### src/rtl/core/smtp_pkg.sv
`timescale 1ns / 1ps
`default_nettype none

package smtp_pkg;

  // Depth of the job queue between the list tracker and the product unit.
  localparam int QUEUE_DEPTH = 2;

  // Queue status seen by both ends.
  typedef struct packed {
    logic full;
    logic empty;
  } q_status_t;

endpackage

`default_nettype wire

### src/rtl/core/smtp_queue.sv
`timescale 1ns / 1ps
`default_nettype none

// Small job FIFO between list tracking and product evaluation.
module smtp_queue #(
  parameter int JOB_WIDTH = 81
) (
  input  wire logic                  clk,
  input  wire logic                  rst_n,
  input  wire logic                  push,
  input  wire logic [JOB_WIDTH-1:0]  push_job,
  input  wire logic                  pop,
  output logic [JOB_WIDTH-1:0]       pop_job,
  output smtp_pkg::q_status_t        status
);
  import smtp_pkg::*;

  localparam int PTR_W = (QUEUE_DEPTH > 1) ? $clog2(QUEUE_DEPTH) : 1;
  localparam int CNT_W = $clog2(QUEUE_DEPTH + 1);
  localparam logic [CNT_W-1:0] DEPTH_C = CNT_W'(QUEUE_DEPTH);
  localparam logic [PTR_W-1:0] LAST_P  = PTR_W'(QUEUE_DEPTH - 1);

  logic [JOB_WIDTH-1:0] mem_r [QUEUE_DEPTH];
  logic [PTR_W-1:0]     wp_r, rp_r;
  logic [CNT_W-1:0]     cnt_r;

  assign status.full  = (cnt_r == DEPTH_C);
  assign status.empty = (cnt_r == '0);
  assign pop_job      = mem_r[rp_r];

  always_ff @(posedge clk) begin
    if (push) mem_r[wp_r] <= push_job;
  end

  always_ff @(posedge clk) begin
    if (!rst_n) begin
      wp_r  <= '0;
      rp_r  <= '0;
      cnt_r <= '0;
    end else begin
      if (push) wp_r <= (wp_r == LAST_P) ? '0 : wp_r + PTR_W'(1);
      if (pop)  rp_r <= (rp_r == LAST_P) ? '0 : rp_r + PTR_W'(1);
      if (push && !pop)      cnt_r <= cnt_r + CNT_W'(1);
      else if (pop && !push) cnt_r <= cnt_r - CNT_W'(1);
    end
  end

  a_no_overflow: assert property (@(posedge clk) disable iff (!rst_n)
    !(push && status.full))
    else $error("job pushed into full queue");

  a_no_underflow: assert property (@(posedge clk) disable iff (!rst_n)
    !(pop && status.empty))
    else $error("job popped from empty queue");

  a_count_step: assert property (@(posedge clk) disable iff (!rst_n)
    (push && !pop) |=> (cnt_r == $past(cnt_r) + CNT_W'(1)))
    else $error("queue count did not advance on push");

endmodule

`default_nettype wire

### config.mk
export PLATFORM = sky130hd
export DESIGN_NAME = smtp_queue
export DESIGN_NICKNAME = d
export VERILOG_FILES = /design/src/rtl/core/smtp_pkg.sv /design/src/rtl/core/smtp_queue.sv
export SDC_FILE = /design/constraint.sdc
export NUM_CORES = 1
export LEC_CHECK = 0
export BUFFER_PORTS_ARGS = -buffer_cell sky130_fd_sc_hd__clkbuf_2
export CAP_MARGIN = 20
export CORE_MARGIN = 3
export CORE_UTILIZATION = 52
export DETAILED_ROUTE_END_ITERATION = 6
export HOLD_SLACK_MARGIN = 0.06
export PLACE_DENSITY = 0.83
export SYNTH_ARGS = -nofsm -noshare
export SYNTH_HDL_FRONTEND = slang
export SYNTH_SLANG_ARGS = --single-unit
### constraint.sdc
create_clock -name clk -period 6.3 [get_ports clk]
set_clock_uncertainty 0.2 [all_clocks]
set_input_delay 0 -clock clk [delete_from_list [all_inputs] [get_ports clk]]
set_output_delay 0 -clock clk [all_outputs]
set_load 0.03 [all_outputs]
==> After elaboration in Yosys (flattened, before gate mapping) <==
Memory sizes are Yosys's and may differ from the RTL's. A register that Yosys moved wholly into a read port is not among the register bits.
Index checks and enable logic that the tools add are counted.
{ "word_totals": {"input_bits": 85, "register_bits": 4, "elab_cells": 23, "ramBits": 162, "n_memories": 1, "output_inout_bits": 83} }
{ "classes": {"mux": 8, "n_reduce_logical": 6, "n_eq_ne": 1, "n_addsub": 4} }
{ "memory_table": {"columns": ["name", "words", "width", "read_ports", "rd_ports_with_merged_regs", "wr", "line_no", "source"], "rows": [
  ["mem_r", 2, 81, 1, 1, 1, "smtp_queue.sv:23", "logic [JOB_WIDTH-1:0] mem_r [QUEUE_DEPTH];"]
]} }
{ "op_table": {"columns": ["cell", "n"], "rows": [
  ["1-bit 2-to-1 mux", 6],
  ["2-bit 2-to-1 mux", 2],
  ["1-bit adder, second input constant", 2],
  ["2-bit by 1-bit adder with 2-bit output, second input constant", 1],
  ["2-bit == test, second input constant", 1],
  ["1-bit logical AND", 2],
  ["1-bit zero test", 2],
  ["2-bit zero test", 1],
  ["2-bit nonzero test", 1],
  ["2-bit by 1-bit subtractor with 2-bit output, second input constant", 1]
]} }

==> Logic depth before layout (Yosys ltp) <==
{ "logic_depth": {"ltp_word": 4, "ltp_mapped": 5, "ltp_nobuf": 5} }

==> Worst setup path after synthesis <==
No wires, ideal clock.
{ "synth_timing": {"path_kind": "reg2reg", "start": "register wp_r", "end": "memory mem_r[0][0] (enable)", "setup_slack_ps": 1654, "required_time_ps": 5569, "setup_time_ps": 531, "n_path_buf": 0, "stages_incl_launch_ff": 2, "synth_period_minus_slack_ps": 4646, "arrival_ps": 3915, "cell_sequence": "dfxtp_1 > nor2b_1"} }
{ "synth_rtl": {"columns": ["element", "line_no", "source"], "rows": [
  ["start: declaration", "smtp_queue.sv:24", "logic [PTR_W-1:0] wp_r, rp_r;"],
  ["start signal: assignment", "smtp_queue.sv:41", "if (push) wp_r <= (wp_r == LAST_P) ? '0 : wp_r + PTR_W'(1);"],
  ["end: declaration", "smtp_queue.sv:23", null]
]} }
Straight into the memory's write port.

==> impl_metrics.ini <==
[timing]
tightestPinTransition_ns = 0.581
relSlewSlack_pct = 61.3
slew_violations = 0
setup_ws_ns = 4.21
max_clock_freq_ghz = 0.478
layout_worst_path_cycle_share_pct = 33.2
final_hold_viol_count = 0
hold-worst-slack_ns = 0.110
rsz0062_at_grt = no
setup_total_negative_slack_ns = 0
setup_viol = 0
period_needed_ns = 2.09

[placement]
dp.final_hpwl_um = 6880
dpl_worst_slack_ns = 3.79
finalWeightedCongestion = 0.681
placed_cells_incl_taps = 573
placed_cell_area_mm2 = 0.00703
io_buffers = 167

[floorplanning]
die_w_um = 114
dieHeight_um = 114
io_pins = 168
floorplan.rows = 38
initial_utilization_pct = 54.8
core_mm2 = 0.0111
die_area_mm2 = 0.0131

[cts]
cts_post_setup_buffers_inserted = 0
cts_resized = 0
tritoncts_num_sinks = 167
cts.root.buffer_cell = clkbuf_16
clock_latency_ns = 0.41
clk_transition_reported_paths_ns = 0.06
cts_buffers = 17
ctsHtreeMaxLevel = 4
max_buffers_root_to_sink = 2
cts_tree = yes

[worst_setup_path]
endpoint_kind = output port
crit_path_max_incr_delay_ns = 0.52
crit_family = flip-flops
critical_path.startpoint_type = register
worst_r2r_startpoint = wp_r
cp_data_required_time_ns = 6.10
critical_path_buf_inv_count = 2
critical_path_arrival_ns = 1.89
r2r_slack_ns = 4.25
worstPathCellList = buf_16 -> mux2_2 -> clkbuf_2
crit_fanout = 63
criticalPathCategory = reg -> out
slowest_stage = dfxtp_4

[worst_hold_path]
min_path_type = in -> reg
timing.hold.worst.start = push_job[35]

[grt]
grt_pass1_vias = 3803
grt_pass1_wl_um = 19600
track_usage_pct = 20.3
grt_antenna_before_repair = 0
globalRoute.totalOverflow = 0
grt_max_degree = 82

[synthesis]
area_fraction_of_the_dominant_cell_type_after_synthesis_pct = 79.8
part_of_the_yosys_area_used_for_sequential_elements_pct = 81.5
synth_cell_type_count = 17
ranking_of_synthesized_cells_by_area = edfxtp_1 (80%), mux2_2 (15%), dfxtp_1 (1.6%)
yosys_register_bits = 167
ys_warn_count = 0
post-synth-top-area-cell = edfxtp_1
post_synth_instance_area_mm2 = 0.00609
synth.net_count = 360
synthesis.area_per_instance_um2 = 22.2
syn_inst = 274

[layout]
layout-drive-gt1-share_pct = 51.4
design_area_mm2 = 0.00851
num_antenna_cells = 0
fillcell_total = 615
area_growth_pct = 39.7
layoutNonFillerInstCount = 694
nNetsFinal = 627
fin_util_pct = 76.5

[outcome]
status = finished clean

[detailed_routing]
drt_wl_total_um = 12600
detailedRoute.firstIterationViolations = 195
vias = 3444
drc_errors = 0
drt_pre_antenna_iters = 4
ant_nets = 0
vias_per_cell = 4.96
routed_wire_length_per_instance_um = 18.2

[pwr]
p_leak_nw = 3.29
power.ir.vdd_worst_uv = 210
finalPower_mw = 2.64
pwr_density_cell_mw_per_mm2 = 311

[job]
maxCapViolations = 0
==> repair_timing <==
item | 4_1_cts | 5_1_grt
endpoints found under the hold margin | 206 | 0
setup endpoints to repair | 0 | 0
hold buffers | 86 | 0
==> layout make-up <==
cell class	count	area, um^2	share of cell area (%)
Multi-Input combinational cell	97	1040	12.2
Clock inverter	15	129	1.51
Clock buffer	17	425	5.00
Sequential cell	167	4970	58.4
Tap cell	140	175	2.06
Inverter	1	3.75	0.0441
Timing Repair Buffer	257	1770	20.8
==> flip-flops by register name, summed over array words and instances (netlist names), named ones only <==
signal / count
rp_r: 1
cnt_r: 2
mem_r: 162
wp_r: 1
==> Yosys cell counts <==
| cell | count |
|---|---|
| a21boi_1 | 1 |
| dfxtp_1 | 5 |
| inv_1 | 1 |
| nor2_1 | 1 |
| ha_1 | 1 |
| and2_1 | 4 |
| o21ai_0 | 1 |
| buf_6 | 8 |
| or3_1 | 1 |
| and2b_2 | 1 |
| mux2_2 | 81 |
| xor2_1 | 2 |
| xnor2_1 | 1 |
| edfxtp_1 | 162 |
| nor2b_1 | 2 |
| buf_4 | 1 |
| o21a_1 | 1 |
==> metal layers <==
metal | vias to the layer above | GRT usage (%) | wire, um
met4 | 0 | 8.39 | 285
met1 | 1686 | 22.5 | 4730
met3 | 25 | 5.76 | 612
met2 | 113 | 36.7 | 7020
met5 | - | 0 | 0
li1 | 1620 | - | -
==> final timing paths <==
path,cells past startpoint,endpoint
min,2,mem_r[0][35]
max,3,pop_job[27]
max reg2reg,3,mem_r[0][1]
min reg2reg,2,cnt_r[1]
==> cell usage in the layout (no fill, tap or decap), types with 3 or more instances in the layout <==
cell,n
clkbuf_16,17
dlygate4sd3_1,86
edfxtp_1,162
clkbuf_2,167
and2_1,3
clkinv_4,6
dfxtp_1,4
clkinv_1,3
mux2_2,81
==> where the power goes <==
group / total (mW) / internal [mW] / switching [mW]
combinational: 0.380 / 0.156 / 0.224
sequential: 1.30 / 1.28 / 0.0202
clock: 0.961 / 0.544 / 0.418
==> cell families after synthesis <==
family,after synthesis,share of synthesized area [%]
buffers and inverters,10,1.66
DFF,167,81.5
and+or+nand+nor,9,0.924
muxes,81,15.0
xor gates and xnor gates,3,0.431
AOI/OAI and AO/OA,3,0.329
adders and majority gates,1,0.205
==> worst register-to-register path: cells and delay by family (launching register included) <==
kind                   cells  cell delay [ns]
buffers and inverters      2             0.78
and+or+nand+nor            1             0.33
DFF                        1             0.35
Power figures use the tool's default switching activity.
