### src/rtl/core/smtp_pkg.sv
`timescale 1ns / 1ps
`default_nettype none

package smtp_pkg;

  // Depth of the job queue between the list tracker and the product unit.
  localparam int QUEUE_DEPTH = 2;

  // Queue status seen by both ends.
  typedef struct packed {
    logic full;
    logic empty;
  } q_status_t;

endpackage

`default_nettype wire

### src/rtl/core/smtp_out_if.sv
`timescale 1ns / 1ps
`default_nettype none

interface smtp_out_if #(
  parameter int PRODUCT_WIDTH = 47
) ();
  logic                            valid;
  logic                            ready;
  logic signed [PRODUCT_WIDTH-1:0] best_product;
  logic                            too_few;

  modport source (output valid, best_product, too_few, input ready);
  modport sink   (input valid, best_product, too_few, output ready);
endinterface

`default_nettype wire

### src/rtl/core/smtp_back.sv
`timescale 1ns / 1ps
`default_nettype none

// Evaluates both candidate products of one job and presents the larger, or 0 for a too-few job.
module smtp_back #(
  parameter int SAMPLE_WIDTH = 16,
  parameter int JOB_WIDTH    = 5 * SAMPLE_WIDTH + 1
) (
  input  wire logic                  clk,
  input  wire logic                  rst_n,
  input  wire smtp_pkg::q_status_t   q_status,
  input  wire logic [JOB_WIDTH-1:0]  pop_job,
  output logic                       pop,
  smtp_out_if.source                 out_ch
);
  import smtp_pkg::*;

  localparam int SW = SAMPLE_WIDTH;
  localparam int PW = 3 * SW - 1;
  localparam int FW = 3 * SW + 1;

  typedef enum logic [2:0] {B_IDLE, B_MUL1, B_MUL2, B_SUM, B_CMP, B_OUT} bstate_t;

  bstate_t state_r;
  logic signed [SW-1:0]   l0_r, l1_r, l2_r, s0_r, s1_r;
  logic signed [2*SW-1:0] pt_r, pm_r, thi_r, mhi_r;
  logic signed [2*SW:0]   tlo_r, mlo_r;
  logic signed [FW-1:0]   top_r, mix_r;
  logic [PW-1:0]          prod_r;
  logic                   tf_r, valid_r;

  logic signed [2*SW-1:0] pt_c, pm_c, thi_c, mhi_c;
  logic signed [2*SW:0]   tlo_c, mlo_c;
  logic signed [FW-1:0]   top_c, mix_c;

  assign pop = (state_r == B_IDLE) && !q_status.empty;

  always_comb begin
    pt_c  = l0_r * l1_r;
    pm_c  = s0_r * s1_r;
    // second multiply split into low (unsigned) and high (signed) halves
    tlo_c = $signed({1'b0, pt_r[SW-1:0]}) * l2_r;
    thi_c = $signed(pt_r[2*SW-1:SW]) * l2_r;
    mlo_c = $signed({1'b0, pm_r[SW-1:0]}) * l0_r;
    mhi_c = $signed(pm_r[2*SW-1:SW]) * l0_r;
    top_c = $signed({thi_r[2*SW-1], thi_r, {SW{1'b0}}}) + $signed({{SW{tlo_r[2*SW]}}, tlo_r});
    mix_c = $signed({mhi_r[2*SW-1], mhi_r, {SW{1'b0}}}) + $signed({{SW{mlo_r[2*SW]}}, mlo_r});
  end

  always_ff @(posedge clk) begin
    if (!rst_n) begin
      state_r <= B_IDLE;
      valid_r <= 1'b0;
    end else begin
      unique case (state_r)
        B_IDLE: begin
          if (pop) begin
            {tf_r, l0_r, l1_r, l2_r, s0_r, s1_r} <= pop_job;
            if (pop_job[JOB_WIDTH-1]) begin
              prod_r  <= '0;
              valid_r <= 1'b1;
              state_r <= B_OUT;
            end else begin
              state_r <= B_MUL1;
            end
          end
        end
        B_MUL1: begin
          pt_r    <= pt_c;
          pm_r    <= pm_c;
          state_r <= B_MUL2;
        end
        B_MUL2: begin
          tlo_r   <= tlo_c;
          thi_r   <= thi_c;
          mlo_r   <= mlo_c;
          mhi_r   <= mhi_c;
          state_r <= B_SUM;
        end
        B_SUM: begin
          top_r   <= top_c;
          mix_r   <= mix_c;
          state_r <= B_CMP;
        end
        B_CMP: begin
          prod_r  <= (top_r > mix_r) ? top_r[PW-1:0] : mix_r[PW-1:0];
          valid_r <= 1'b1;
          state_r <= B_OUT;
        end
        B_OUT: begin
          if (out_ch.ready) begin
            valid_r <= 1'b0;
            state_r <= B_IDLE;
          end
        end
        default: state_r <= B_IDLE;
      endcase
    end
  end

  assign out_ch.valid        = valid_r;
  assign out_ch.best_product = $signed(prod_r);
  assign out_ch.too_few      = tf_r;

endmodule

`default_nettype wire

### src/flat_wrapper.sv
// flat-port wrapper written by rule: the top's interface ports become plain ports
module smtp_back_flat import smtp_pkg::*;
#(
  parameter int SAMPLE_WIDTH = 16,
  parameter int JOB_WIDTH    = 5 * SAMPLE_WIDTH + 1
)
  (clk, rst_n, q_status, pop_job, pop, out_ch_valid, out_ch_best_product, out_ch_too_few, out_ch_ready);
  smtp_out_if out_ch_i ();
  input  wire logic clk;
  input  wire logic rst_n;
  input  wire smtp_pkg::q_status_t q_status;
  input  wire logic [JOB_WIDTH-1:0] pop_job;
  output logic pop;
  output wire logic [$bits(out_ch_i.valid)-1:0] out_ch_valid;
  output wire logic [$bits(out_ch_i.best_product)-1:0] out_ch_best_product;
  output wire logic [$bits(out_ch_i.too_few)-1:0] out_ch_too_few;
  input wire logic [$bits(out_ch_i.ready)-1:0] out_ch_ready;
  assign out_ch_valid = out_ch_i.valid;
  assign out_ch_best_product = out_ch_i.best_product;
  assign out_ch_too_few = out_ch_i.too_few;
  assign out_ch_i.ready = out_ch_ready;
  smtp_back #(.SAMPLE_WIDTH(SAMPLE_WIDTH), .JOB_WIDTH(JOB_WIDTH)) u_core (.clk(clk), .rst_n(rst_n), .q_status(q_status), .pop_job(pop_job), .pop(pop), .out_ch(out_ch_i));
endmodule
### config.mk
export PLATFORM = sky130hd
export DESIGN_NAME = smtp_back_flat
export DESIGN_NICKNAME = d
export VERILOG_FILES = /design/src/rtl/core/smtp_pkg.sv /design/src/rtl/core/smtp_out_if.sv /design/src/rtl/core/smtp_back.sv /design/src/flat_wrapper.sv
export SDC_FILE = /design/constraint.sdc
export NUM_CORES = 2
export LEC_CHECK = 0
export BUFFER_PORTS_ARGS = -buffer_cell sky130_fd_sc_hd__buf_2
export CAP_MARGIN = 10
export CORE_ASPECT_RATIO = 1.75
export CORE_UTILIZATION = 25
export CTS_CLUSTER_SIZE = 12
export DETAILED_ROUTE_END_ITERATION = 10
export HOLD_SLACK_MARGIN = 0.1
export RECOVER_POWER = 50
export REMOVE_ABC_BUFFERS = 1
export SYNTH_ARGS = -nofsm -noshare
export SYNTH_HDL_FRONTEND = slang
export SYNTH_SLANG_ARGS = --single-unit
### constraint.sdc
create_clock -name clk -period 16.5 [get_ports clk]
set_input_delay 4.125 -clock clk [delete_from_list [all_inputs] [get_ports clk]]
set_output_delay 4.125 -clock clk [all_outputs]
set_load 0.01 [all_outputs]
# Yosys cells after proc, flatten, opt, wreduce, memory -nomap -nowiden
# Cells that the tools add are included.
[word_totals]
register_bits = 424
input_bits = 86
elab_cells = 58
[classes]
n_addsub = 2
mul = 6
n_lt_le_gt_ge = 1
eq_ne = 8
muxes = 12
n_reduce_logical = 12
[op_table]
columns = ["op", "count"]
rows = [
  ["$mux W47", 3],
  ["$mul A16 B16 Y32", 4],
  ["$add A48 B33 Y49", 2],
  ["$pmux W47 S2", 1],
  ["$mul A17 B16 Y33", 2],
  ["$gt A49 B49 Y1", 1],
  ["$pmux W3 S6", 1],
  ["$mux W3", 3],
  ["$reduce_and A2 Y1", 4],
  ["$reduce_and A4 Y1", 2],
  ["$eq A3 B2 Y1 const B", 2],
  ["$eq A3 B3 Y1 const B", 2],
  ["$ne A2 B2 Y1 const B", 3],
  ["$eq A3 B1 Y1 const B", 1],
  ["$logic_not A3 Y1", 1],
  ["$mux W1", 3],
  ["$pmux W1 S3", 1],
  ["$reduce_and A3 Y1", 1],
  ["$reduce_bool A3 Y1", 1],
  ["$reduce_bool A2 Y1", 1],
  ["$logic_and A1 B1 Y1", 1],
  ["$logic_not A1 Y1", 1],
]

# Depth between registers and ports, before layout
[logic_depth]
word_depth = 4
ltp_mapped = 25

# Least setup slack after synthesis
# Ideal clock, no wire load.
[synth_path]
path_type = "input-to-reg"
startpoint = "in rst_n"
endpoint = "reg u_core.state_r[1]"
t_arrival_ps = 13785
required_time_ps = 16389
slack_ps = 2604
path_stages = 3
cell_sequence = "nand2b_1 -> nor3_1 -> or2_2"
[synth_rtl]
columns = ["item", "line", "source"]
rows = [
  ["start: declaration", "flat_wrapper.sv:10", "input wire logic rst_n;"],
  ["end signal: assignment", "smtp_back.sv:52", "state_r <= B_IDLE;"],
  ["end signal: assignment", "smtp_back.sv:62", "state_r <= B_OUT;"],
  ["end signal: assignment", "smtp_back.sv:64", "state_r <= B_MUL1;"],
  ["end: declaration", "smtp_back.sv:24", "bstate_t state_r;"],
]

# Worst setup path in the final report
[layout_path]
startpoint = "in q_status[0] in the netlist's numbering"
endpoint = "out pop"
[layout_via]
elab_chain_len = 2
[layout_rtl]
columns = ["item", "line", "source"]
rows = [
  ["start: declaration", "flat_wrapper.sv:11", "input wire smtp_pkg::q_status_t q_status;"],
  ["$logic_not A1 Y1", "smtp_back.sv:36", "assign pop = (state_r == B_IDLE) && !q_status.empty;"],
  ["$logic_and A1 B1 Y1", "smtp_back.sv:36", ""],
  ["end: declaration", "flat_wrapper.sv:13", "output logic pop;"],
]
# Every way passes these cells.

==> results.md <==
* Status: finished with violations
* Failing checks: max-capacitance violations, max-slew violations
* Pre-antenna DRT Iters at 5
* Fin. Hold Viols at 0
* Area grow syn2layout at 8.87%
* Number of synthesized register bits at 424
* Max_slew headroom at -140%
* EDFF count, synth at 420
* RSZ-0062 raised after global routing: false
* Root buf cell: clkbuf_16
* Die X at a little over 400 um
* Clock-pin slew on the worst setup and hold paths at 70 ps
* Pin count of the biggest net entering global routing at 70
* Count of cell types in the netlist at 73
* Synth Warn # at 0
* Largest family of logic cells by synthesized area: adder cells
* PortBufs at about 130
* Critical path arrival at 4640 ps
* Cts hold-fix bufs at 0
* Synth Area in XOR/XNOR at between 2 and 3%
* First-pass GRT wire length at ~310 mm
* Cts repair resizes at 0
* Hold slack at ~400 ps
* Register area share after synthesis at 17.0%
* GRT Overall Usage at 13.3%
* Min-delay src: u_core.mlo_r[1]$_DFFE_PP_
* Setup bufs post-CTS at 0
* Reg2Reg Depth at 20
* Maxcap violations at 5
* Final net count at 9722
* WS Path Type: in2out
* Compound-Gate Fraction of Synth Area at under 10%
* Final setup viols at 0
* Ys flop type: edfxtp_1
* # DRC at 0
* Layout cells sized above 1 at 3.49%
* Boundary Pins at 136
* Row count at 264
* CP startpoint kind: input pin
* Tmin final at 8770 ps
* Vias/cell at around 4.4
* CTS max path bufs at 3
* Die Span Y at 724 um
* Setup tns final at 0 ps
* Initial core utilization at 25.2%
* Mapped Cells at 7532
* RR Endpoint: u_core.pt_r[31]$_DFFE_PP_
* Clock Skew at 32.7 ps
* Worst slew pin tran at 3600 ps
* Crit path max fanout at 4
* Synthesized area at about 75000 sq um
* Critical path endpoint category: output pin
* Overflow after GRT at 0
* WHS Path Cells at 0
* Final count of pins violating max slew at 237
* Crit path from: q_status[0]
* Reg2Reg Launch Point: u_core.l0_r[0]$_DFFE_PP_
* Mean Syn Cell Area at slightly below 10 sq um
* Worst hold path type: reg2reg
* Die area at roughly 300000 sq um
* Simple-gate share of the synthesized area at between 10 and 15%
* Worst Hold Path EP: u_core.mix_r[1]$_DFFE_PP_
* Synth Area in Adders at 50.1%
* DRT antenna net count at 0
* Vias in the first global route at 56700
* Mux contribution to synthesized area at 0.0134%
* RD Place Congestion at 0.853
* Max Freq at roughly 110 MHz
* Via count at 50400
* Critical Path RT at between 10000 and 15000 ps
* Sink Count at roughly 420
* Routed WL at about 200 mm
* Flop-to-flop setup slack at approximately 8600 ps
* Async SR Flop Fraction at 0%
* Initial antenna violation count at 7
* H-tree depth at 2
* DPL Wire Length at 162 mm
* Post-DP Area at 79600 sq um
* Worst skew pair latency at 700 ps
* Period Utilization, post-route at 53.1%
* Core area at 296000 sq um
* Final Cell Area at 81100 sq um
* CTS buffer count at 51
* CTS tree: built
* DR iter-0 viols at 1888
* Drt wl/cell at 17.4 um
==> layout by cell type (no fill, tap or decap), types with 23 or more instances in the layout <==
master     count
inv_1       1720
nor3_1        40
fa_1        1438
buf_2        100
clkbuf_1      45
o21bai_1      31
nand4_1       23
a21o_1       110
nor2_1       166
ha_1         685
xor2_1        57
a211oi_1      25
xnor2_1      194
and3_1        28
a21oi_1      182
o21ai_0      155
and2_0        36
nand2_1      793
nand2b_1      63
edfxtp_1     420
a21boi_0      55
nor2b_1       23
clkbuf_16     51
o21a_1        27
nand3_1       85
a31oi_1       28
buf_4         60
and2_1       708
==> flip-flops by register name, summed over array words and instances (netlist names), 32 cells and up <==
register / count
u_core.pm_r: 32
u_core.mix_r: 49
u_core.top_r: 49
u_core.out_ch.best_product: 47
u_core.pt_r: 32
u_core.thi_r: 32
u_core.mhi_r: 32
u_core.mlo_r: 33
u_core.tlo_r: 33
==> worst max-delay path: stages <==
cell and delay, ps:
clkbuf_1 110, nor4_1 220, buf_2 190
==> area by class of cell <==
cell class / instances / area (sq um)
tap: 3857 / 4830
timing repair buffer: 201 / 1100
fill: 31300 / 215000
clock inverter: 30 / 390
sequential: 424 / 12700
antenna: 3 / 7.51
clock buffer: 55 / 1290
inverter: 1720 / 6460
multi-input combinational: 5115 / 54400
==> cells in the mapped netlist, types with 12 or more instances <==
master	instances	share of area, %
a21o_1	110	1.1
and3_1	28	0.24
o211ai_1	17	0.17
and2_1	744	6.2
edfxtp_1	420	17
fa_1	1438	39
a21boi_0	53	0.53
nor2_1	167	0.84
nor2b_1	23	0.19
o21bai_1	31	0.31
a21oi_1	182	1.2
o21ai_0	152	1.0
xnor2_1	194	2.3
o21a_1	27	0.27
a211oi_1	25	0.25
clkbuf_1	268	1.3
xor2_1	57	0.67
nor3_1	40	0.27
nand2b_1	63	0.53
nand4_1	23	0.19
nor4_1	12	0.10
inv_1	1720	8.7
nand3_1	85	0.57
a31oi_1	28	0.24
ha_1	685	11
nand2_1	793	4.0
==> layer usage <==
| layer | up-vias | global-route usage [%] | routed length (um) |
|---|---|---|---|
| li1 | 23000 | - | - |
| met1 | 25900 | 13.0 | 68800 |
| met2 | 982 | 27.4 | 113000 |
| met3 | 491 | 0.971 | 4820 |
| met4 | 0 | 7.04 | 11600 |
| met5 | - | 0 | 0 |
==> metrics by stage <==
step / std cells / setup slack (ps) / util (%)
after CTS: 11400 / 7680 / 27.4
after global routing: 11400 / 7610 / 27.4
after detailed placement: 11300 / 7690 / 26.9
after global placement: 11300 / 7680 / 26.9
final: 11400 / 7730 / 27.4
after floorplan: 7259 / 2600 / -
==> kinds of logic after synthesis <==
logic type / Yosys count
multiplexers: 1
buffers and inverters: 1993
flip-flops: 424
AO/OA/AOI/OAI: 718
AND/OR/NAND/NOR: 2022
adder cells (fa/ha/maj): 2123
XOR/XNOR: 251
==> worst max path at each step <==
stage	to	depth (start not counted)
floorplan	u_core.state_r[1]$_SDFFE_PN0P_	3
global placement	pop	3
detailed placement	pop	3
CTS	pop	3
global route	pop	3
finish	pop	3
Power is not shown: default switching activity piles up to over one toggle a cycle in this logic, so the estimate is an artifact.
