## src/rtl/core/smtp_pkg.sv

```systemverilog
`timescale 1ns / 1ps
`default_nettype none

package smtp_pkg;

  // Depth of the job queue between the list tracker and the product unit.
  localparam int QUEUE_DEPTH = 2;

  // Queue status seen by both ends.
  typedef struct packed {
    logic full;
    logic empty;
  } q_status_t;

endpackage

`default_nettype wire

```

## src/rtl/core/smtp_in_if.sv

```systemverilog
`timescale 1ns / 1ps
`default_nettype none

interface smtp_in_if #(
  parameter int SAMPLE_WIDTH = 16
) ();
  logic                           valid;
  logic                           ready;
  logic signed [SAMPLE_WIDTH-1:0] sample;
  logic                           final_item;

  modport source (output valid, sample, final_item, input ready);
  modport sink   (input valid, sample, final_item, output ready);
endinterface

`default_nettype wire

```

## src/rtl/core/smtp_front.sv

```systemverilog
`timescale 1ns / 1ps
`default_nettype none

// Tracks the three largest and two smallest samples of the running set.
// On the last item of a set it pushes a job and clears the lists.
module smtp_front #(
  parameter int SAMPLE_WIDTH = 16,
  parameter int JOB_WIDTH    = 5 * SAMPLE_WIDTH + 1
) (
  input  wire logic                  clk,
  input  wire logic                  rst_n,
  smtp_in_if.sink                    in_ch,
  input  wire smtp_pkg::q_status_t   q_status,
  output logic                       push,
  output logic [JOB_WIDTH-1:0]       push_job
);
  import smtp_pkg::*;

  localparam logic signed [SAMPLE_WIDTH-1:0] SMIN = {1'b1, {(SAMPLE_WIDTH-1){1'b0}}};
  localparam logic signed [SAMPLE_WIDTH-1:0] SMAX = {1'b0, {(SAMPLE_WIDTH-1){1'b1}}};
  localparam logic [1:0] CNT_SAT = 2'd3;

  logic signed [SAMPLE_WIDTH-1:0] l0_r, l1_r, l2_r, s0_r, s1_r;
  logic signed [SAMPLE_WIDTH-1:0] l0_nxt, l1_nxt, l2_nxt, s0_nxt, s1_nxt;
  logic [1:0]                     cnt_r, cnt_nxt;
  logic signed [SAMPLE_WIDTH-1:0] v;
  logic                           accept;

  assign in_ch.ready = !q_status.full;
  assign accept      = in_ch.valid && in_ch.ready;
  assign v           = in_ch.sample;

  always_comb begin
    l0_nxt = l0_r;
    l1_nxt = l1_r;
    l2_nxt = l2_r;
    if (v > l0_r) begin
      l2_nxt = l1_r;
      l1_nxt = l0_r;
      l0_nxt = v;
    end else if (v > l1_r) begin
      l2_nxt = l1_r;
      l1_nxt = v;
    end else if (v > l2_r) begin
      l2_nxt = v;
    end

    s0_nxt = s0_r;
    s1_nxt = s1_r;
    if (v < s0_r) begin
      s1_nxt = s0_r;
      s0_nxt = v;
    end else if (v < s1_r) begin
      s1_nxt = v;
    end

    cnt_nxt = (cnt_r == CNT_SAT) ? cnt_r : cnt_r + 2'd1;
  end

  assign push     = accept && in_ch.final_item;
  assign push_job = {(cnt_nxt != CNT_SAT), l0_nxt, l1_nxt, l2_nxt, s0_nxt, s1_nxt};

  always_ff @(posedge clk) begin
    if (!rst_n || push) begin
      l0_r  <= SMIN;
      l1_r  <= SMIN;
      l2_r  <= SMIN;
      s0_r  <= SMAX;
      s1_r  <= SMAX;
      cnt_r <= 2'd0;
    end else if (accept) begin
      l0_r  <= l0_nxt;
      l1_r  <= l1_nxt;
      l2_r  <= l2_nxt;
      s0_r  <= s0_nxt;
      s1_r  <= s1_nxt;
      cnt_r <= cnt_nxt;
    end
  end

endmodule

`default_nettype wire

```

## src/flat_wrapper.sv

```systemverilog
// flat-port wrapper written by rule: the top's interface ports become plain ports
module smtp_front_flat import smtp_pkg::*;
#(
  parameter int SAMPLE_WIDTH = 16,
  parameter int JOB_WIDTH    = 5 * SAMPLE_WIDTH + 1
)
  (clk, rst_n, q_status, push, push_job, in_ch_valid, in_ch_sample, in_ch_final_item, in_ch_ready);
  smtp_in_if #(.SAMPLE_WIDTH(SAMPLE_WIDTH)) in_ch_i ();
  input  wire logic clk;
  input  wire logic rst_n;
  input  wire smtp_pkg::q_status_t q_status;
  output logic push;
  output logic [JOB_WIDTH-1:0] push_job;
  input wire logic [$bits(in_ch_i.valid)-1:0] in_ch_valid;
  input wire logic [$bits(in_ch_i.sample)-1:0] in_ch_sample;
  input wire logic [$bits(in_ch_i.final_item)-1:0] in_ch_final_item;
  output wire logic [$bits(in_ch_i.ready)-1:0] in_ch_ready;
  assign in_ch_i.valid = in_ch_valid;
  assign in_ch_i.sample = in_ch_sample;
  assign in_ch_i.final_item = in_ch_final_item;
  assign in_ch_ready = in_ch_i.ready;
  smtp_front #(.SAMPLE_WIDTH(SAMPLE_WIDTH), .JOB_WIDTH(JOB_WIDTH)) u_core (.clk(clk), .rst_n(rst_n), .in_ch(in_ch_i), .q_status(q_status), .push(push), .push_job(push_job));
endmodule
```

## config.mk

```make
export PLATFORM = sky130hd
export DESIGN_NAME = smtp_front_flat
export DESIGN_NICKNAME = d
export VERILOG_FILES = /design/src/rtl/core/smtp_pkg.sv /design/src/rtl/core/smtp_in_if.sv /design/src/rtl/core/smtp_front.sv /design/src/flat_wrapper.sv
export SDC_FILE = /design/constraint.sdc
export NUM_CORES = 1
export LEC_CHECK = 0
export BUFFER_PORTS_ARGS = -buffer_cell sky130_fd_sc_hd__buf_2
export CORE_ASPECT_RATIO = 0.7
export CORE_MARGIN = 2
export CORE_UTILIZATION = 55
export CTS_CLUSTER_DIAMETER = 120
export DETAILED_ROUTE_END_ITERATION = 10
export PLACE_DENSITY = 0.86
export SETUP_SLACK_MARGIN = 0.02
export SYNTH_ARGS = -nofsm -noshare
export SYNTH_HDL_FRONTEND = slang
export SYNTH_SLANG_ARGS = --single-unit
```

## constraint.sdc

```tcl
create_clock -name clk -period 4.6 [get_ports clk]
set_clock_uncertainty 0.05 [all_clocks]
set_input_delay 0.92 -clock clk [delete_from_list [all_inputs] [get_ports clk]]
set_output_delay 0.92 -clock clk [all_outputs]
set_load 0.01 [all_outputs]
```

; ---- After elaboration in Yosys (flattened, before gate mapping)
; Index checks and enable logic that the tools add are counted.
[totals]
regBits = 82
input_bits = 22
output_inout_bits = 83
[op_classes]
add_sub_neg = 1
n_lt_le_gt_ge = 5
eq_ne = 2
muxes = 10
reduce_logical = 5
[op_table]
columns = cell, count
row1 = $mux 16, 9
row2 = $gt 16x16->1, 3
row3 = $lt 16x16->1, 2
row4 = $add 2x1->2 const B, 1
row5 = $eq 2x2->1 const B, 1
row6 = $logic_and 1x1->1, 2
row7 = $logic_not 1->1, 2
row8 = $mux 2, 1
row9 = $ne 2x2->1 const B, 1
row10 = $logic_or 1x1->1, 1

; ---- Depth between registers and ports, before layout
; Gate-level depths: netlist of the first run.
[logic_depth]
depth_word = 4
ltp_mapped = 14

; ---- Worst setup path after synthesis of the first run
; OpenSTA, ideal clock, no wires.
[synth_path]
kind = in2out
startpoint = input port in_ch_sample[15]
endpoint = output port push_job[32]
arrival_ns = 3.145
required_ns = 3.630
slack_ns = 0.485
cell_stages = 13
cell_sequence = ha_1 nand4_1 or3_1 a21o_1 nand4b_1 nand2_1 buf_6 nor2_2 buf_2 buf_4 buf_2 nor2_1 a21oi_1
[synth_between]
elab_chain_len = 4
elab_cells_between_ends = 6
cone_classes = 3 x order compare / 3 x mux
[synth_lines]
columns = item, line
row1 = start: declaration, flat_wrapper.sv:15  ; input wire logic [$bits(in_ch_i.sample)-1:0] in_ch_sample;
row2 = $gt 16x16->1, smtp_front.sv:44  ; end else if (v > l2_r) begin
row3 = $mux 16, smtp_front.sv:44
row4 = $mux 16, smtp_front.sv:41  ; end else if (v > l1_r) begin
row5 = $mux 16 (*), smtp_front.sv:37  ; if (v > l0_r) begin
row6 = end: declaration, flat_wrapper.sv:13  ; output logic [JOB_WIDTH-1:0] push_job;
; Every way passes the cells marked *; elsewhere a longest branch is shown, timed or not.

; ---- Final worst setup path of the first run
[layout_path]
startpoint = input port in_ch_sample[14]
endpoint = output port push_job[36]
; Same word-level chain as after synthesis.

==> flow_summary.yaml, run 1 <==
timing:
  fin_hold_ws_ps: 439.5
  fmax_mhz: 221.4
  fin_setup_tns_ps: 0
  fin_crit_ps: 4518
  rsz0062_at_grt: "yes"
  hold_viol: 0
  worst_pin_slew_ps: 1101
  timing.final.crit_share_pct: 98.21
  relSlewSlack_pct: 26.40
  finalSetupViolations: 0
  drv_slew: 0
die:
  coreArea_um2: 11560
  die_h_um: 94.64
  fp-row-count: 33
  die_area_um2: 12630
  ios: 105
  die_w_um: 133.5
  initial_core_util_pct: 55.83
setup_path:
  crit_type: "input pin to output pin"
  slowest_delay_ps: 500
  worstPathCellList: "buf_2 -> buf_4 -> ha_1 -> nand4_1 -> a2111oi_2 -> nor4b_2 -> mux2_4 -> buf_4 -> nand2_1 -> o21ai_0 -> a21oi_1 -> buf_2"
  critPathMaxFanout: 21
  start_kind: "input pin"
  cp-end-kind: "output pin"
  cp_data_arrival_time_ps: 3550
  critical_path_required_ps: 3630
  slowest_stage: "a2111oi_2"
global_route:
  grt_pass1_vias: 5866
  grt_max_degree: 51
  grt_use_total_pct: 30.55
  grt_first_pass_wirelength_um: 30750
  antenna_found_initial: 0
  gr-total-overflow: 0
layout:
  layout_commonest_cell: "buf_2"
  drive_above_1_share_pct: 20.77
  fin_area_um2: 7624
  nNetsFinal: 1010
  area_growth_pct: 18.10
  antenna_cells: 0
  fillers: 955
  mostFrequentLayoutCells: "buf_2 (103), nor2_1 (90), inv_1 (84)"
synth:
  yosysTopAreaCell: "dfxtp_1"
  synth-edff-count: 0
  synth_cell_type_count: 50
  syn_nets: 907
  syn-mean-instance-area_um2: 7.999
  syn_area_um2: 6455
  ys_warn_count: 0
  synth_cells: 807
  synth_ff_type: "dfxtp_1"
  synth-async-reset-ratio_pct: 0
  ys_ff_latch: 82
  yosysTopAreaCellShare_pct: 25.43
  yosysSeqAreaShare_pct: 25.43
  synth.top_cells.by_area: "dfxtp_1 (25%), ha_1 (15%), mux2i_1 (7.3%)"
route:
  dr.pass1.iters: 5
  drt-met1-wl_um: 8762
  ant_nets: 0
  wl_um: 19080
  wl_met2_um: 8362
  top_layer: "met4"
  drc_errors: 0
  vias_per_cell: 6.042
  wl_met3_um: 1725
  drt_iter0_markers: 605
  vias: 6477
  routedWlPerCell_um: 17.80
placed_design:
  gp_congestion: 0.8819
  dpl.hpwl_um: 13310
  placed_area_um2: 7269
  numPortBuffers: 103
power:
  p_per_area_nw_per_um2: 321.7
  ir_drop_mv: 0.1988
  power.total_mw: 2.452
  p_leak_nw: 3.716
clocking:
  insertion_delay_ps: 340
  cts.htree.levels: 3
  cts_made_buffers: 9
  cts_sinks: 82
  clockBufferDepth: 2
  path_clk_slew_ps: 60
  hold_buffers: 0
  cts-root-buf: "clkbuf_16"
  cts_tree: "built"
run:
  drv_cap: 0
min_path:
  holdCritPathClass: "register to register"
run_status:
  outcome: "complete, no violations"
## critical path: cells and delay by family
kind                     cells  cell delay [ps]
AO/OA/AOI/OAI                3              740
adder cells (fa/ha/maj)      1              310
buffers and inverters        4              730
multiplexers                 1              420
AND/OR/NAND/NOR              3              430
## flip-flops by register name, summed over array words and instances, names as in the netlist
signal and count:
u_core.cnt_r 2, u_core.l1_r 16, u_core.l2_r 16, u_core.l0_r 16, u_core.s1_r 16, u_core.s0_r 16
## report_power, final
part	switching (mW)	internal, mW
clock network	0.307	0.422
logic	0.553	0.382
registers	0.0356	0.753
total	0.895	1.56
## timing repair
action                     4_1_cts  5_1_grt
pin swaps                        1        2
buffers inserted                 0        1
resized for setup                0       10
gates cloned                     1        0
setup endpoints to repair       11       50
## path summary, 6_finish.rpt
| path | from | to | slack, ps | depth (start not counted) |
|---|---|---|---|---|
| min reg2reg | u_core.cnt_r[1] | u_core.cnt_r[1] | 440 | 2 |
| max | in_ch_sample[14] | push_job[36] | 80 | 12 |
| max reg2reg | u_core.l1_r[1] | u_core.l2_r[4] | 1190 | 11 |
| min | u_core.cnt_r[1] | u_core.cnt_r[1] | 440 | 2 |
## logic make-up after synthesis
group,synth area share [%]
buf+inv,8.432
mux,13.49
compound gates,23.28
flops,25.43
simple gates,14.25
fa+ha+maj,15.12
## area by class of cell
| cell class | instances | area (um^2) | area share [%] |
|---|---|---|---|
| sequential | 82 | 1642 | 21.53 |
| tap | 157 | 196.4 | 2.577 |
| multi-input combinational | 591 | 4353 | 57.10 |
| timing repair buffer | 142 | 828.3 | 10.86 |
| clock buffer | 12 | 236.5 | 3.102 |
| inverter | 84 | 315.3 | 4.136 |
| clock inverter | 4 | 52.55 | 0.6893 |
## Yosys cell counts, types with 2 or more instances
library cell,n
clkbuf_1,29
a221oi_1,2
mux2i_1,47
buf_6,2
buf_2,12
nand4_1,12
a211o_1,17
buf_1,6
ha_1,78
inv_1,84
a21o_1,11
mux2_1,14
nand4b_1,2
nand2b_1,3
o22a_1,15
a2111oi_0,2
nand3_1,12
mux2_2,17
nor3_1,2
dfxtp_1,82
buf_4,2
o211ai_1,6
nor2_1,90
o21a_1,2
a31oi_1,14
and2_1,2
o41ai_1,2
o21ai_1,16
o221a_1,15
nor4_1,14
o21ai_0,29
a211oi_1,16
nand2_1,51
a21oi_1,75
or3_1,3
nor2b_1,6
and3_1,2
## metrics by stage
step	setup slack, ps	utilization (%)	std cells
2_1_floorplan	485.4	-	807
3_3_place_gp	80.38	62.88	1054
3_5_place_dp	-50.94	62.88	1054
4_1_cts	78.31	65.52	1071
5_1_grt	-46.16	65.94	1072
6_report	82.29	65.94	1072
## routing by layer
layer / vias to the layer above / GRT usage, %
met5: - / 0
met4: 0 / 7.181
met3: 23 / 5.851
met2: 290 / 47.64
met1: 3038 / 43.69
li1: 3126 / -
Power figures use the tool's default switching activity.
==> run 2, diff against run 1 <==
Settings changed: ABC_AREA set to 1, BUFFER_PORTS_ARGS -buffer_cell sky130_fd_sc_hd__buf_2 to -buffer_cell sky130_fd_sc_hd__clkbuf_2, PLACE_DENSITY 0.86 to 0.85.
==> run 2 against run 1 <==
Combinational power increased by 16%. Wire length increased by 0.39%. Setup slack improved by 170 ps. Worst hold slack got worse by 22 ps. Die area increased by 7.4%. Non-clock buffer count fell by 29. Final area increased by 2.4%. Clock-buffer cell count fell by 3.
==> flow_summary.yaml, run 2 <==
timing:
  timing.final.crit_share_pct: 94.58
  hold_viol: 0
  fin_setup_tns_ps: 0
  fin_crit_ps: 4351
  worst_pin_slew_ps: 1086
  relSlewSlack_pct: 27.52
  drv_slew: 0
  finalSetupViolations: 0
  fin_hold_ws_ps: 417.5
  rsz0062_at_grt: "no"
  fmax_mhz: 229.9
clocking:
  cts_resized: 0
  clockBufferDepth: 2
  cts_tree: "built"
  cts_sinks: 82
  postCtsSetupRepairBufs: 0
  hold_buffers: 0
  insertion_delay_ps: 350
  cts.htree.levels: 3
  cts_made_buffers: 9
  cts-root-buf: "clkbuf_16"
  path_clk_slew_ps: 70
synth:
  synth_ff_type: "dfxtp_1"
  yosysSeqAreaShare_pct: 23.63
  synth_top_cells_by_count: "nand2_1 (263), inv_1 (174), nand3_1 (121)"
  yosysMostFrequentCell: "nand2_1"
  synth_top_family_by_area: "simple AND/OR/NAND/NOR gates"
  synth_cells: 1086
  synth-async-reset-ratio_pct: 0
  synth_cell_type_count: 36
  yosys.area_share.simple_pct: 34.52
  syn_nets: 1186
  syn-mean-instance-area_um2: 6.398
  muxShareOfSynthArea_pct: 0
  yosysTopAreaCell: "dfxtp_1"
  synthXorXnorAreaFrac_pct: 0
  ys_warn_count: 0
  syn_area_um2: 6948
  ys_ff_latch: 82
  synth.top_cells.by_area: "dfxtp_1 (24%), nand2_1 (14%), ha_1 (14%)"
  synth-edff-count: 0
  yosysTopAreaCellShare_pct: 23.63
  synth_fa_ha_area_share_pct: 14.05
  synth_compound_area_share_pct: 14.19
setup_path:
  cp-end-kind: "output pin"
  path_buf_inv: 3
  start_kind: "input pin"
  crit_type: "input pin to output pin"
  critPathMaxFanout: 19
  regToRegEndpoint: "u_core.l0_r[5]"
  slowest_stage: "o21ai_0"
  cp_data_arrival_time_ps: 3380
  critical_path_required_ps: 3630
  ff2ff_setup_slack_ps: 1840
  slowest_delay_ps: 390
  timing.rr.start: "u_core.l0_r[13]"
  cp_top_family: "compound AO/OA/AOI/OAI gates"
  worstPathCellList: "clkbuf_2 -> ha_1 -> a21oi_1 -> o21ai_0 -> a21oi_1 -> nand2_1 -> nand2_1 -> nand3_2 -> buf_12 -> o21ai_0 -> clkbuf_2"
  reg2reg_depth: 12
placed_design:
  gp_congestion: 0.9137
  place_inst: 1310
  dpl.hpwl_um: 13760
  numPortBuffers: 103
layout:
  nNetsFinal: 1259
  layoutNonFillerInstCount: 1326
  mostFrequentLayoutCells: "nand2_1 (262), inv_1 (174), nand3_1 (121)"
  antenna_cells: 0
  area_growth_pct: 12.37
  drive_above_1_share_pct: 14.95
  layout_commonest_cell: "nand2_1"
power:
  p_leak_nw: 4.292
  ir_drop_mv: 0.2494
  p_per_area_nw_per_um2: 333.4
run:
  drv_cap: 0
die:
  die_h_um: 98.04
  die_w_um: 138.3
  ios: 105
  fp-row-count: 34
  coreArea_um2: 12380
  initial_core_util_pct: 56.12
  die_area_um2: 13560
route:
  top_layer: "met4"
  vias_per_cell: 5.566
  wl_um: 19150
  wl_met2_um: 8322
  drc_errors: 0
  drt-met1-wl_um: 9118
  wl_met3_um: 1497
  vias: 7381
  dr.pass1.iters: 6
  routedWlPerCell_um: 14.44
  ant_nets: 0
  drt_iter0_markers: 738
global_route:
  gr-total-overflow: 0
  grt_first_pass_wirelength_um: 32020
  grt_pass1_vias: 6606
  grt_max_degree: 85
  grt_use_total_pct: 28.05
  antenna_found_initial: 0
min_path:
  whs_path_depth: 2
  min_from: "u_core.s0_r[11]"
  min_to: "u_core.s0_r[11]"
  holdCritPathClass: "register to register"
run_status:
  outcome: "complete, no violations"
-- run 2: cell count changes after synthesis, moves of 17 or more --
cell,delta
o21ai_0,+20
nor2_1,-64
mux2_2,-17
mux2i_1,-47
nand2_1,+212
nand4_1,+25
a21oi_1,+36
inv_1,+90
a211o_1,-17
nand3_1,+109
-- run 2: layout make-up --
cell class / count / area (um^2)
fill: 1146 / 4572
multi-input combinational: 775 / 4379
sequential: 82 / 1642
inverter: 178 / 673.1
timing repair buffer: 113 / 615.6
clock buffer: 9 / 225.2
tap: 162 / 202.7
clock inverter: 7 / 70.07
-- run 2: logic make-up after synthesis --
logic type               Yosys count
buffers and inverters            229
adder cells (fa/ha/maj)           78
AO/OA/AOI/OAI                    192
AND/OR/NAND/NOR                  505
flip-flops                        82
-- run 2: worst max-delay path by stage --
stage | from | cells after the start | slack, ps | to
2_1_floorplan | in_ch_sample[15] | 11 | 1160 | push_job[63]
3_3_place_gp | in_ch_sample[13] | 11 | 410 | push_job[73]
3_5_place_dp | in_ch_sample[15] | 10 | 370 | push_job[69]
4_1_cts | in_ch_sample[15] | 10 | 360 | push_job[73]
5_1_grt | in_ch_sample[13] | 12 | 60 | push_job[63]
6_report | in_ch_sample[13] | 11 | 250 | push_job[69]
-- run 2: worst reg2reg max path: cells and delay by family (launching register included) --
family / cells / cell delay (ps)
compound gates: 5 / 1060
flops: 1 / 350
fa+ha+maj: 1 / 290
buf+inv: 3 / 460
simple gates: 3 / 490
-- run 2: where the power goes --
group          internal [mW]  switching, mW
Sequential             0.758         0.0272
Clock                  0.420          0.317
Combinational          0.367          0.714
Total                   1.55           1.06
-- run 2: metal layers --
metal  GRT usage [%]  up-vias
met5               0        -
met4           6.201        0
met3           4.806       22
met2           44.06      314
met1           40.43     3343
li1                -     3702
-- run 2: metrics by stage --
stage	power, mW	util (%)	cell area (um^2)	setup slack [ps]
global placement	1.829	60.68	7512	410.4
floorplan	1.547	-	6948	1161
finish	2.603	63.07	7807	249.4
global route	2.767	63.07	7807	60.84
CTS	2.593	63.07	7807	357.3
detailed placement	1.861	60.68	7512	365.5
==> run 3, diff against run 2 <==
Settings changed: CORE_UTILIZATION 55 to 40, PLACE_DENSITY 0.85 to 0.67.
==> run 3 against run 2 <==
Sequential share of layout area is 0.32 points lower. Critical path depth is 2 higher. Clock power is 3.1% higher. Power is 0.88% higher. Clock-buffer cell count stayed put. Non-clock buffer count is 7 higher. Combinational power hardly changed. Final cell count is 5.7% higher. Global-route usage is 6.1 points lower. Die area is 36% higher. Final area is 1.5% higher. Worst hold slack better by 4.1 ps.
==> flow_summary.yaml, run 3 (same netlist as run 2, synthesis figures left out) <==
setup_path:
  slowest_stage: "ha_1"
  cp_data_arrival_time_ps: 3240
  cp-end-kind: "output pin"
  slowest_delay_ps: 350
  worstPathCellList: "clkbuf_2 -> ha_1 -> a21oi_1 -> o21ai_0 -> a21oi_1 -> nand3_1 -> nand3_2 -> buf_4 -> nand2_4 -> inv_6 -> nand3_1 -> nand2_1 -> clkbuf_2"
  start_kind: "input pin"
  reg2reg_depth: 14
  critical_path_required_ps: 3630
  critPathMaxFanout: 25
  crit_type: "input pin to output pin"
global_route:
  grt_pass1_vias: 6406
  antenna_found_initial: 0
  grt_max_degree: 110
  grt_first_pass_wirelength_um: 32750
  grt_use_total_pct: 21.95
  gr-total-overflow: 0
placed_design:
  numPortBuffers: 103
  dpl.hpwl_um: 14710
  gp_congestion: 0.8672
clocking:
  clockBufferDepth: 2
  postCtsSetupRepairBufs: 0
  cts_tree: "built"
  cts.htree.levels: 3
  hold_buffers: 0
  path_clk_slew_ps: 70
  cts_made_buffers: 9
  cts-root-buf: "clkbuf_16"
  cts_sinks: 82
  insertion_delay_ps: 350
  cts_resized: 0
min_path:
  whs_path_depth: 2
  holdCritPathClass: "register to register"
timing:
  fin_setup_tns_ps: 0
  fin_crit_ps: 4208
  hold_viol: 0
  relSlewSlack_pct: 24.85
  rsz0062_at_grt: "no"
  worst_pin_slew_ps: 1127
  fmax_mhz: 237.6
  finalSetupViolations: 0
  timing.final.crit_share_pct: 91.49
  drv_slew: 0
layout:
  antenna_cells: 0
  nNetsFinal: 1266
  layout_commonest_cell: "nand2_1"
  mostFrequentLayoutCells: "nand2_1 (262), inv_1 (174), nand3_1 (121)"
  area_growth_pct: 14.10
  utilization_pct: 46.45
  drive_above_1_share_pct: 15.46
route:
  routedWlPerCell_um: 14.29
  drc_errors: 0
  wl_um: 20030
  dr.pass1.iters: 5
  ant_nets: 0
  drt_iter0_markers: 511
  vias_per_cell: 5.137
  vias: 7202
run:
  drv_cap: 0
die:
  ios: 105
  die_w_um: 161.5
  coreArea_um2: 17070
  initial_core_util_pct: 40.71
  die_h_um: 114.3
  fp-row-count: 40
  die_area_um2: 18460
power:
  p_per_area_nw_per_um2: 331.2
  ir_drop_mv: 0.1596
  p_leak_nw: 4.313
run_status:
  outcome: "complete, no violations"
-- run 3: changes by cell type in the layout (fill, tap and decap cells not counted) --
cell | previous run | this run
clkinv_4 | 2 | 1
clkinvlp_4 | 1 | 2
inv_6 | 1 | 3
buf_12 | 2 | 0
buf_4 | 8 | 17
clkinv_2 | 3 | 1
-- run 3: path summary, 6_finish.rpt --
path,startpoint,end,slack (ps)
hold reg to reg,u_core.s0_r[11],u_core.s0_r[11],420
setup / recovery,in_ch_sample[13],push_job[35],390
setup reg to reg,u_core.l0_r[13],u_core.l2_r[15],2000
hold / removal,u_core.s0_r[11],u_core.s0_r[11],420
-- run 3: power by group --
group          switching [mW]  leakage [nW]  total, mW  internal [mW]
Combinational           0.715          3.50       1.08          0.367
Clock                   0.335         0.142      0.760          0.425
Sequential             0.0266         0.674      0.785          0.758
Total                    1.08          4.31       2.63           1.55
-- run 3: worst max-delay path: cells and delay by family --
kind,cells,cell delay [ps]
compound gates,3,510
simple gates,5,650
buf+inv,4,800
fa+ha+maj,1,350
-- run 3: layer usage --
layer | wire (um) | track usage, %
met1 | 10000 | 32.19
met2 | 8237 | 33.50
met5 | 0 | 0
met3 | 1547 | 3.984
met4 | 242 | 4.702
-- run 3: final cells by class --
cell class | count | area [um^2]
clock inverter | 7 | 76.32
inverter | 178 | 673.1
tap | 231 | 289.0
multi-input combinational | 775 | 4379
sequential | 82 | 1642
fill | 1792 | 9139
timing repair buffer | 120 | 643.1
clock buffer | 9 | 225.2
-- run 3: metrics by stage --
| step | instances | instance area (um^2) | power, mW | worst slack, ps | hold WS [ps] |
|---|---|---|---|---|---|
| 3_5_place_dp | 1386 | 7626 | 1.874 | 398.6 | 405.7 |
| 3_3_place_gp | 1386 | 7626 | 1.852 | 447.3 | 400.0 |
| 4_1_cts | 1402 | 7928 | 2.641 | 392.9 | 423.6 |
| 5_1_grt | 1402 | 7928 | 2.809 | 180.1 | 452.2 |
| 2_1_floorplan | 1086 | 6948 | 1.547 | 1161 | 386.9 |
| 6_report | 1402 | 7928 | 2.626 | 391.7 | 421.6 |
